### src/design/nsrc_pkg.sv
package nsrc_pkg;

  localparam int FRAC_BITS = 16;
  localparam int MAX_RUN   = 64;
  localparam int STEP_W    = 23;
  localparam int SAMPLE_W  = 16;
  localparam int CH_W      = 2;
  localparam int CFG_IDX_W = 3;
  localparam int QDEPTH    = 2;
  localparam int QPTR_W    = (QDEPTH > 1) ? $clog2(QDEPTH) : 1;
  localparam int QCNT_W    = $clog2(QDEPTH + 1);
  localparam int RUN_W     = $clog2(MAX_RUN + 1);
  localparam int PH_W      = ((STEP_W > FRAC_BITS) ? STEP_W : FRAC_BITS + 1) + 1;

  localparam logic [PH_W-1:0] PHASE_ONE = PH_W'(1) << FRAC_BITS;

  localparam logic [CH_W-1:0] CH_MONO = CH_W'(1);

  localparam logic [CFG_IDX_W-1:0] CFG_IN_CHANNELS  = CFG_IDX_W'(0);
  localparam logic [CFG_IDX_W-1:0] CFG_IN_IS_WIDE   = CFG_IDX_W'(1);
  localparam logic [CFG_IDX_W-1:0] CFG_OUT_CHANNELS = CFG_IDX_W'(2);
  localparam logic [CFG_IDX_W-1:0] CFG_OUT_IS_WIDE  = CFG_IDX_W'(3);
  localparam logic [CFG_IDX_W-1:0] CFG_RATE_STEP    = CFG_IDX_W'(4);

  typedef struct packed {
    logic [SAMPLE_W-1:0] in_left;
    logic [SAMPLE_W-1:0] in_right;
    logic                end_of_sample;
  } in_item_t;

  typedef struct packed {
    logic [SAMPLE_W-1:0] out_left;
    logic [SAMPLE_W-1:0] out_right;
    logic                last_of_run;
  } out_item_t;

  typedef struct packed {
    logic [CH_W-1:0] in_channels;
    logic            in_is_wide;
    logic [CH_W-1:0] out_channels;
    logic            out_is_wide;
  } fmt_t;

  typedef struct packed {
    logic [SAMPLE_W-1:0] left;
    logic [SAMPLE_W-1:0] right;
    logic                eos;
  } job_t;

  typedef struct packed {
    logic valid;
    job_t job;
  } job_link_t;

endpackage

### src/design/nsrc_front.sv
module nsrc_front (
  input  logic              clk,
  input  logic              rst_n,
  input  nsrc_pkg::fmt_t    fmt,
  input  logic              push,
  output logic              full,
  input  nsrc_pkg::in_item_t in_item,
  output nsrc_pkg::job_link_t q_head,
  input  logic              q_pop
);
  import nsrc_pkg::*;

  job_t                q_mem [QDEPTH];
  logic [QPTR_W-1:0]   wr_ptr_r, wr_ptr_nxt;
  logic [QPTR_W-1:0]   rd_ptr_r, rd_ptr_nxt;
  logic [QCNT_W-1:0]   cnt_r, cnt_nxt;
  logic [SAMPLE_W-1:0] wide_l, wide_r;
  job_t                job_in;
  logic                do_push, do_pop;

  // widen to 16-bit stereo, then narrow to the output format
  always_comb begin
    wide_l = in_item.in_left;
    wide_r = in_item.in_right;
    if (!fmt.in_is_wide) begin
      wide_l = {in_item.in_left[7:0], 8'h00};
      wide_r = {in_item.in_right[7:0], 8'h00};
    end
    if (fmt.in_channels == CH_MONO) begin
      wide_r = wide_l;
    end
    job_in.left  = wide_l;
    job_in.right = wide_r;
    if (!fmt.out_is_wide) begin
      job_in.left  = {8'h00, wide_l[15:8]};
      job_in.right = {8'h00, wide_r[15:8]};
    end
    if (fmt.out_channels == CH_MONO) begin
      job_in.right = '0;
    end
    job_in.eos = in_item.end_of_sample;
  end

  assign full    = (cnt_r == QCNT_W'(QDEPTH));
  assign do_push = push && !full;
  assign do_pop  = q_pop && (cnt_r != '0);

  always_comb begin
    wr_ptr_nxt = wr_ptr_r;
    rd_ptr_nxt = rd_ptr_r;
    cnt_nxt    = cnt_r;
    if (do_push) begin
      wr_ptr_nxt = (wr_ptr_r == QPTR_W'(QDEPTH - 1)) ? '0 : wr_ptr_r + QPTR_W'(1);
    end
    if (do_pop) begin
      rd_ptr_nxt = (rd_ptr_r == QPTR_W'(QDEPTH - 1)) ? '0 : rd_ptr_r + QPTR_W'(1);
    end
    if (do_push && !do_pop) begin
      cnt_nxt = cnt_r + QCNT_W'(1);
    end else if (!do_push && do_pop) begin
      cnt_nxt = cnt_r - QCNT_W'(1);
    end
  end

  always_ff @(posedge clk) begin
    if (!rst_n) begin
      wr_ptr_r <= '0;
      rd_ptr_r <= '0;
      cnt_r    <= '0;
    end else begin
      wr_ptr_r <= wr_ptr_nxt;
      rd_ptr_r <= rd_ptr_nxt;
      cnt_r    <= cnt_nxt;
    end
  end

  always_ff @(posedge clk) begin
    if (do_push) begin
      q_mem[wr_ptr_r] <= job_in;
    end
  end

  assign q_head.valid = (cnt_r != '0);
  assign q_head.job   = q_mem[rd_ptr_r];

  a_cnt_range: assert property (@(posedge clk) disable iff (!rst_n)
    cnt_r <= QCNT_W'(QDEPTH))
    else $error("queue count beyond depth");

  a_pop_nonempty: assert property (@(posedge clk) disable iff (!rst_n)
    q_pop |-> (cnt_r != '0))
    else $error("queue popped while empty");

  a_full_hold: assert property (@(posedge clk) disable iff (!rst_n)
    full && !q_pop |=> full)
    else $error("queue left full state without a pop");

endmodule

### src/design/nsrc_back.sv
module nsrc_back (
  input  logic                 clk,
  input  logic                 rst_n,
  input  logic [nsrc_pkg::STEP_W-1:0] rate_step,
  input  nsrc_pkg::job_link_t  q_head,
  output logic                 q_pop,
  output logic                 empty,
  input  logic                 pop,
  output nsrc_pkg::out_item_t  out_item,
  output logic                 busy
);
  import nsrc_pkg::*;

  logic              busy_r, busy_nxt;
  job_t              job_r, job_nxt;
  logic [PH_W-1:0]   phase_r, phase_nxt;
  logic [RUN_W-1:0]  cnt_r, cnt_nxt;
  logic              out_valid_r, out_valid_nxt;
  out_item_t         out_r, out_nxt;
  logic [PH_W-1:0]   sum;
  logic              no_out, can_emit, emit, last, finish, take;

  always_comb begin
    sum      = phase_r + PH_W'(rate_step);
    no_out   = (phase_r >= PHASE_ONE);
    can_emit = !out_valid_r || pop;
    emit     = busy_r && !no_out && can_emit;
    last     = (sum >= PHASE_ONE) || (cnt_r == RUN_W'(MAX_RUN - 1));
    finish   = busy_r && (no_out || (emit && last));
    take     = !busy_r && q_head.valid;
  end

  always_comb begin
    busy_nxt      = busy_r;
    job_nxt       = job_r;
    phase_nxt     = phase_r;
    cnt_nxt       = cnt_r;
    out_valid_nxt = out_valid_r;
    out_nxt       = out_r;
    if (take) begin
      busy_nxt = 1'b1;
      job_nxt  = q_head.job;
      cnt_nxt  = '0;
    end
    if (emit) begin
      cnt_nxt   = cnt_r + RUN_W'(1);
      phase_nxt = sum;
    end
    if (finish) begin
      busy_nxt = 1'b0;
      if (job_r.eos) begin
        phase_nxt = '0;
      end else if (no_out) begin
        phase_nxt = phase_r - PHASE_ONE;
      end else if (sum >= PHASE_ONE) begin
        phase_nxt = sum - PHASE_ONE;
      end else begin
        // run limit hit before the frame was used up
        phase_nxt = '0;
      end
    end
    if (emit) begin
      out_valid_nxt         = 1'b1;
      out_nxt.out_left      = job_r.left;
      out_nxt.out_right     = job_r.right;
      out_nxt.last_of_run   = last;
    end else if (pop) begin
      out_valid_nxt = 1'b0;
    end
  end

  always_ff @(posedge clk) begin
    if (!rst_n) begin
      busy_r      <= 1'b0;
      phase_r     <= '0;
      cnt_r       <= '0;
      out_valid_r <= 1'b0;
    end else begin
      busy_r      <= busy_nxt;
      phase_r     <= phase_nxt;
      cnt_r       <= cnt_nxt;
      out_valid_r <= out_valid_nxt;
    end
  end

  always_ff @(posedge clk) begin
    job_r <= job_nxt;
    out_r <= out_nxt;
  end

  assign q_pop    = take;
  assign empty    = !out_valid_r;
  assign out_item = out_r;
  assign busy     = busy_r;

  a_cnt_bound: assert property (@(posedge clk) disable iff (!rst_n)
    cnt_r <= RUN_W'(MAX_RUN))
    else $error("run count beyond limit");

  a_limit_last: assert property (@(posedge clk) disable iff (!rst_n)
    emit && (cnt_r == RUN_W'(MAX_RUN - 1)) |=> out_r.last_of_run)
    else $error("run limit reached without last flag");

  a_eos_clear: assert property (@(posedge clk) disable iff (!rst_n)
    finish && job_r.eos |=> phase_r == '0)
    else $error("phase not cleared after end of sample");

  a_finish_idle: assert property (@(posedge clk) disable iff (!rst_n)
    finish |=> !busy_r)
    else $error("sequencer still busy after finishing a frame");

endmodule

### src/design/nearest_sample_rate_format_converter.sv
// path: queue, then sequencer job register, then output register to the output ports
// throughput: one result per cycle while a frame runs and pop keeps up; a frame causes
//   at most 64 results, and the next frame is taken only once the current one is done
// a 2-entry queue lets new frames transfer in while the sequencer runs
// reset: synchronous active-low rst_n clears phase, queue and output register,
//   and restores the default format and rate registers
module nearest_sample_rate_format_converter (
  input  logic                                clk,
  input  logic                                rst_n,
  input  logic                                push,
  output logic                                full,
  input  nsrc_pkg::in_item_t                  in_item,
  output logic                                empty,
  input  logic                                pop,
  output nsrc_pkg::out_item_t                 out_item,
  input  logic                                cfg_valid,
  output logic                                cfg_ready,
  input  logic [nsrc_pkg::CFG_IDX_W-1:0]      cfg_index,
  input  logic [nsrc_pkg::STEP_W-1:0]         cfg_data
);
  import nsrc_pkg::*;

  fmt_t              fmt_r, fmt_nxt;
  logic [STEP_W-1:0] rate_step_r, rate_step_nxt;
  job_link_t         q_head;
  logic              q_pop;
  logic              back_busy;
  logic              cfg_we;

  assign cfg_ready = 1'b1;
  assign cfg_we    = cfg_valid && cfg_ready;

  always_comb begin
    fmt_nxt       = fmt_r;
    rate_step_nxt = rate_step_r;
    if (cfg_we) begin
      case (cfg_index)
        CFG_IN_CHANNELS:  fmt_nxt.in_channels  = cfg_data[CH_W-1:0];
        CFG_IN_IS_WIDE:   fmt_nxt.in_is_wide   = cfg_data[0];
        CFG_OUT_CHANNELS: fmt_nxt.out_channels = cfg_data[CH_W-1:0];
        CFG_OUT_IS_WIDE:  fmt_nxt.out_is_wide  = cfg_data[0];
        CFG_RATE_STEP:    rate_step_nxt        = cfg_data;
        default: begin
        end
      endcase
    end
  end

  always_ff @(posedge clk) begin
    if (!rst_n) begin
      fmt_r.in_channels  <= CH_W'(2);
      fmt_r.in_is_wide   <= 1'b1;
      fmt_r.out_channels <= CH_W'(2);
      fmt_r.out_is_wide  <= 1'b1;
      rate_step_r        <= STEP_W'(65536);
    end else begin
      fmt_r       <= fmt_nxt;
      rate_step_r <= rate_step_nxt;
    end
  end

  nsrc_front u_front (
    .clk     (clk),
    .rst_n   (rst_n),
    .fmt     (fmt_r),
    .push    (push),
    .full    (full),
    .in_item (in_item),
    .q_head  (q_head),
    .q_pop   (q_pop)
  );

  nsrc_back u_back (
    .clk       (clk),
    .rst_n     (rst_n),
    .rate_step (rate_step_r),
    .q_head    (q_head),
    .q_pop     (q_pop),
    .empty     (empty),
    .pop       (pop),
    .out_item  (out_item),
    .busy      (back_busy)
  );

  a_cfg_idle: assert property (@(posedge clk) disable iff (!rst_n)
    back_busy |-> $stable(rate_step_r))
    ;

endmodule

### config.mk
export PLATFORM = sky130hd
export DESIGN_NAME = nearest_sample_rate_format_converter
export DESIGN_NICKNAME = d
export VERILOG_FILES = /design/src/design/nsrc_pkg.sv /design/src/design/nsrc_front.sv /design/src/design/nsrc_back.sv /design/src/design/nearest_sample_rate_format_converter.sv
export SDC_FILE = /design/constraint.sdc
export NUM_CORES = 1
export LEC_CHECK = 0
export BUFFER_PORTS_ARGS = -buffer_cell sky130_fd_sc_hd__buf_2
export CORE_ASPECT_RATIO = 1.2
export CORE_UTILIZATION = 31
export CTS_CLUSTER_SIZE = 28
export DETAILED_ROUTE_END_ITERATION = 8
export SYNTH_ARGS = -nofsm -noshare
export SYNTH_HDL_FRONTEND = slang
export SYNTH_SLANG_ARGS = --single-unit
### constraint.sdc
create_clock -name clk -period 4.8 [get_ports clk]
set_clock_uncertainty 0.05 [all_clocks]
set_input_delay 0.72 -clock clk [delete_from_list [all_inputs] [get_ports clk]]
set_output_delay 0.72 -clock clk [all_outputs]
set_load 0.03 [all_outputs]
==> results.cfg, run 1 <==
[worst_setup_path]
crit_path_start = u_back.phase_r[8]$_SDFFE_PN0P_
r2r_start = u_back.phase_r[8]$_SDFFE_PN0P_
r2r_end = u_back.phase_r[2]$_SDFFE_PN0P_
critical_path_class = flop to flop
reg2regPathDepth = 19
cp.arrival_ns = 4.92
crit_end = u_back.phase_r[2]$_SDFFE_PN0P_
r2r_slack_ns = 0.20
cp-start-kind = flop
cp_max_fo = 8
required_ns = 5.11
cp-end-kind = flop

[global_route]
track_usage_pct = 14.8
grt_pass1_vias = 6587
grt_pass1_wl_um = 35300
antenna_found_initial = 1
grt_start_max_net_pins = 43
grt_remaining_overflow = 0

[pwr]
powerDensity_mw_per_mm2 = 459
p_clk_share_pct = 29.0
swShare_pct = 32.6
power_frac_comb_pct = 23.2
p_leak_uw = 0.00425
p_int_uw = 3430
peakVddDrop_uv = 272
power_switching_uw = 1660
p_seq_share_pct = 47.7

[die]
dieArea_mm2 = 0.0310
core_area_mm2 = 0.0297
core.rowCount = 69
start_util_pct = 31.6
fp.dieH_um = 193
die_w_um = 161
ios = 100

[placed_design]
gp_congestion = 0.892
dp_hpwl_um = 15600
portBuffers = 98
dp_cells = 1297
post-place-ws_ns = 0.0544

[detailed_routing]
via_count = 6808
viasPerCell = 5.09
drt-initial-drc-count = 430
ant_nets = 0
route.detailed.wl_per_inst_um = 17.0
drcViolationCount = 0
wl_um = 22700
drt-pass1-iter-count = 5

[clocking]
cts_buffer_depth = 2
insertion_delay_ns = 0.44
cts_buffers = 17
clock-sinks = 198
h-tree-depth = 4
postCtsHoldBufs = 0
cts_tree = yes
clk_pin_slew_ns = 0.09
clockRootBuffer = clkbuf_16

[finish]
num-fill-cells = 2961
drive_gt1_share_pct = 24.3
fin_cells = 1337
final_nets = 1027
area_growth_pct = 18.1
final_util_pct = 37.3

[sta]
setup_viol = 0
setup_ws_ns = 0.196
finalCritPeriodShare_pct = 95.9
worst_slew_pin_slew_ns = 0.981
relSlewSlack_pct = 34.6
holdWs_ns = 0.367
hold_viol = 0
finalSetupTns_ns = 0
slew_violations = 0
fin_crit_ns = 4.60
fmax_mhz = 217

[outcome]
status = completed

[yosys]
synth_edf_count = 132
netlist_area_mm2 = 0.00938
ys_seq_elements = 198
synth_top_cells_by_area = edfxtp_1 42%, dfxtp_1 14%, mux2_2 5.0%, ha_1 3.9%, nand2_1 3.8%
synth_cell_type_count = 77
yosysTopAreaCell = edfxtp_1
ys_async_sr_fraction_pct = 0
syn_avg_cell_area_um2 = 11.2
yosys_warnings = 0
synth_common_cells = 132 x edfxtp_1, 94 x nand2_1, 71 x nor2_1
synth_top_area_share_pct = 42.3
synth_ff_type = edfxtp_1
synthCells = 835
synth_nets = 929
synth.most_common_cell = edfxtp_1
ys_seq_area_share_pct = 56.4

[worst_hold_path]
min_from = u_back.job_r[10]$_DFFE_PP_
hp-class = flop to flop

[run]
timing.max_cap.violations = 0
worst min path at each step:
stage                                    endpoint  slack [ns]  cells past startpoint
global route        u_back.out_item[10]$_DFFE_PP_        0.37                      0
floorplan           u_back.out_item[10]$_DFFE_PP_        0.35                      0
global placement    u_back.out_item[23]$_DFFE_PP_        0.35                      0
finish              u_back.out_item[10]$_DFFE_PP_        0.37                      0
detailed placement  u_back.out_item[26]$_DFFE_PP_        0.35                      0
CTS                 u_back.out_item[10]$_DFFE_PP_        0.36                      0
registers in the layout (all words and copies together) (netlist names):
signal / cells
u_front.q_mem: 66
u_back.job_r: 33
u_back.out_item: 33
u_back.phase_r: 24
rate_step_r: 23
u_back.cnt_r: 7
fmt_r: 6
u_front.cnt_r: 2
u_back.busy: 1
u_back.out_valid_r: 1
u_front.rd_ptr_r: 1
u_front.wr_ptr_r: 1
worst max-delay path: stages (launching register included):
cell	delay, ns
dfxtp_1	0.40
ha_2	0.35
nand3_1	0.13
o211ai_1	0.16
a31o_2	0.31
nor4_2	0.28
nor3_2	0.09
xnor2_2	0.17
inv_1	0.09
ha_1	0.15
nand3b_1	0.07
a2111o_1	0.38
or4_4	0.42
nor4_2	0.13
and4b_2	0.29
nor3_2	0.09
mux2_4	0.33
nor3_4	0.30
buf_12	0.18
a32o_1	0.16
stage by stage:
step                cell area [µm²]  total power [µW]
global route                  11100              5350
finish                        11100              5080
floorplan                      9380              3250
global placement              10300              3630
CTS                           10900              5140
detailed placement            10300              3650
logic make-up (layout without fill, tap and decap cells):
family	Yosys count	count (layout)	share of synthesized area, %
other	1	2	0.0400
flip-flops	198	198	56.4
AND/OR/NAND/NOR	276	276	14.2
AO/OA/AOI/OAI	183	183	12.8
multiplexers	66	66	7.66
buffers and inverters	58	169	2.60
XOR/XNOR	23	23	2.23
adder cells (fa/ha/maj)	30	30	4.08
cells in the final DEF, fill, tap and decap left out, types with 6 or more instances in the layout:
cell	count
nand3_1	18
nand4_1	6
o21ai_0	29
clkbuf_16	18
nand2_1	94
dfxtp_1	63
edfxtp_1	132
xnor2_1	14
mux2_2	42
and3_1	6
nor2b_1	12
mux2i_1	23
o21a_1	7
inv_1	21
a21oi_1	62
a22o_1	13
ha_1	23
nand2b_1	13
a22oi_1	9
buf_4	15
a31oi_1	6
and2_1	6
a21o_1	6
buf_2	98
ha_2	6
xor2_1	7
nor2_1	70
nor3_1	10
power groups by stage:
stage	registers, µW	clock network [µW]	logic (µW)
global route	2460	1590	1300
finish	2430	1480	1180
detailed placement	2470	0	1180
floorplan	2600	0	653
CTS	2430	1530	1180
global placement	2460	0	1160
cell type report:
| class | count | area [µm²] | share of cell area [%] |
|---|---|---|---|
| Antenna cell | 1 | 2.50 | 0.0226 |
| Clock buffer | 17 | 425 | 3.84 |
| Clock inverter | 15 | 190 | 1.72 |
| Inverter | 22 | 82.6 | 0.746 |
| Multi-Input combinational cell | 579 | 3950 | 35.7 |
| Sequential cell | 198 | 5290 | 47.8 |
| Tap cell | 390 | 488 | 4.41 |
| Timing Repair Buffer | 115 | 648 | 5.85 |
routing by layer:
| metal | up-vias | routed length [µm] | global-route usage, % |
|---|---|---|---|
| li1 | 3286 | - | - |
| met1 | 3285 | 9690 | 17.6 |
| met2 | 206 | 11300 | 25.8 |
| met3 | 29 | 1400 | 3.83 |
| met4 | 2 | 333 | 4.83 |
| met5 | - | 8 | 0 |
timing repair:
action | in CTS | in global routing
setup buffers | 0 | 6
resized for setup | 0 | 24
setup endpoints to repair | 0 | 22
hold endpoints to repair | 0 | 0
Power figures use the tool's default switching activity.
==> inputs of run 2 (changes only) <==
--- a/config.mk
+++ b/config.mk
@@ -5,6 +5,7 @@
 export SDC_FILE = /design/constraint.sdc
 export NUM_CORES = 1
 export LEC_CHECK = 0
+export ABC_AREA = 1
 export BUFFER_PORTS_ARGS = -buffer_cell sky130_fd_sc_hd__buf_2
 export CORE_ASPECT_RATIO = 1.2
 export CORE_UTILIZATION = 31
==> results.cfg, run 2 <==
[outcome]
status = completed

[detailed_routing]
via_count = 7786
wl_um = 24000
viasPerCell = 4.69
ant_nets = 0
drt-pass1-iter-count = 5
route.detailed.wl_per_inst_um = 14.5
drt-initial-drc-count = 391
drcViolationCount = 0

[clocking]
cts_buffer_depth = 2
cts_buffers = 17
clk_pin_slew_ns = 0.08
ctsResizeCount = 0
cts_setup_buffers = 0
postCtsHoldBufs = 0
clockRootBuffer = clkbuf_16
h-tree-depth = 4
insertion_delay_ns = 0.44
cts_tree = yes
clock-sinks = 198

[worst_hold_path]
hp-class = flop to flop

[yosys]
synth_top_area_share_pct = 39.9
synth_common_cells = 337 x nand2_1, 132 x edfxtp_1, 120 x inv_1
ys_async_sr_fraction_pct = 0
synth_cell_type_count = 44
synth.most_common_cell = nand2_1
ys_seq_area_share_pct = 53.2
netlist_area_mm2 = 0.00994
synth_nets = 1251
ys_seq_elements = 198
synth_edf_count = 132
synthCells = 1157
yosysTopAreaCell = edfxtp_1
synth_ff_type = edfxtp_1
yosys_warnings = 0
synth_top_cells_by_area = edfxtp_1 40%, dfxtp_1 13%, nand2_1 13%, inv_1 4.5%, nor2_1 4.2%
syn_avg_cell_area_um2 = 8.59

[pwr]
p_int_uw = 3740
powerDensity_mw_per_mm2 = 552
peakVddDrop_uv = 327
p_seq_share_pct = 41.6
p_clk_share_pct = 22.5
swShare_pct = 40.7
power_frac_comb_pct = 35.9
p_leak_uw = 0.00502
power_switching_uw = 2570

[global_route]
grt_remaining_overflow = 0
use_met3_pct = 3.10
grt_pass1_vias = 7651
grt_pass1_wl_um = 39400
grt_use_met1_pct = 18.9
antenna_found_initial = 1
grt_start_max_net_pins = 43
track_usage_pct = 15.7
met2_usage_pct = 27.3
grt-busiest-layer = met2

[die]
die_w_um = 165
ios = 100
start_util_pct = 31.6
fp.dieH_um = 198
dieArea_mm2 = 0.0328
core.rowCount = 71
core_area_mm2 = 0.0314

[finish]
drive_gt1_share_pct = 16.0
n_antenna_cell = 0
largest_reg_flops = 66
final_nets = 1341
area_growth_pct = 15.1
largest_register = u_front.q_mem
final_common_cell = nand2_1
final_cell_mix = 337 x nand2_1, 132 x edfxtp_1, 120 x inv_1

[sta]
rsz0062_at_grt = false
fin_crit_ns = 3.86
hold_viol = 0
worst_slew_pin_slew_ns = 1.20
setup_viol = 0
relSlewSlack_pct = 19.9
slew_violations = 0
finalSetupTns_ns = 0
finalCritPeriodShare_pct = 80.4
setup_ws_ns = 0.943
fmax_mhz = 259

[placed_design]
dp_hpwl_um = 17800
portBuffers = 98
gp_congestion = 0.873
post-place-ws_ns = 0.958

[run]
timing.max_cap.violations = 0

[worst_setup_path]
crit_family = simple AND/OR/NAND/NOR gates
crit_end = u_back.phase_r[0]$_SDFFE_PN0P_
r2r_end = u_back.phase_r[0]$_SDFFE_PN0P_
critical_path_class = flop to flop
cp.depth = 27
cp.arrival_ns = 4.16
cp_max_fo = 16
cp-start-kind = flop
required_ns = 5.10
cp_slowest_cell = fa_1
cpPeakStageDelay_ns = 0.38
reg2regPathDepth = 27
timing.critical_path.buf_inv = 3
cpMostUsedCell = nand3_1
r2r_slack_ns = 0.94
r2r_start = u_back.phase_r[0]$_SDFFE_PN0P_
crit_path_start = u_back.phase_r[0]$_SDFFE_PN0P_
cp-end-kind = flop
[run 2: cell types whose count changed after synthesis, sizes merged, moves of 13 or more]
cell and change:
mux2 -43, nor2 +46, nand3 +55, mux2i -15, nand2 +258, nand2b -14, inv +108, a22o -13
o21ai +49
[run 2: layout make-up]
| class | instances | area [µm²] |
|---|---|---|
| clock inverters | 14 | 169 |
| inverters | 131 | 492 |
| clock buffers | 17 | 425 |
| fillers | 3225 | 20000 |
| flip-flops and latches | 198 | 5290 |
| multi-input cells | 795 | 4040 |
| repair buffers | 104 | 536 |
| well taps | 401 | 502 |
[run 2: worst min path at each step]
stage,slack [ns],cells after the start,endpoint,startpoint
final,0.37,0,u_back.out_item[22]$_DFFE_PP_,u_back.job_r[22]$_DFFE_PP_
after global placement,0.35,0,u_back.out_item[18]$_DFFE_PP_,u_back.job_r[18]$_DFFE_PP_
after CTS,0.37,0,u_back.out_item[17]$_DFFE_PP_,u_back.job_r[17]$_DFFE_PP_
after global routing,0.38,0,u_back.out_item[27]$_DFFE_PP_,u_back.job_r[27]$_DFFE_PP_
after detailed placement,0.35,0,u_back.out_item[18]$_DFFE_PP_,u_back.job_r[18]$_DFFE_PP_
after floorplan,0.35,0,u_back.out_item[10]$_DFFE_PP_,u_back.job_r[10]$_DFFE_PP_
[run 2: routing by layer]
metal  wire length (µm)  up-vias
met5                  9        -
li1                   -     3993
met1              10200     3607
met3                966       36
met4                707        2
met2              12100      148
[run 2: logic make-up after synthesis]
| kind of cell | Yosys count | share of synthesized area, % |
|---|---|---|
| adder cells (fa/ha/maj) | 30 | 3.85 |
| flip-flops | 198 | 53.2 |
| buffers and inverters | 164 | 6.46 |
| AO/OA/AOI/OAI | 164 | 9.09 |
| multiplexers | 8 | 0.805 |
| other | 1 | 0.0377 |
| XOR/XNOR | 9 | 0.793 |
| AND/OR/NAND/NOR | 583 | 25.8 |
[run 2: power by group through the flow]
stage	sequential (µW)	clock [µW]	combinational, µW
after detailed placement	2680	0	2280
after CTS	2640	1460	2290
after global placement	2670	0	2260
final	2630	1420	2270
after global routing	2680	1520	2540
after floorplan	2890	0	1420
[run 2: per-stage QoR]
step                hold WS, ns  instance area [µm²]  total power (µW)  util, %  instances
floorplan                 0.350                 9940              4310        -       1157
global placement          0.352                10900              4940     34.5       1629
detailed placement        0.355                10900              4950     34.5       1629
CTS                       0.372                11400              6390     36.4       1660
global route              0.378                11400              6740     36.4       1660
finish                    0.371                11400              6320     36.4       1660
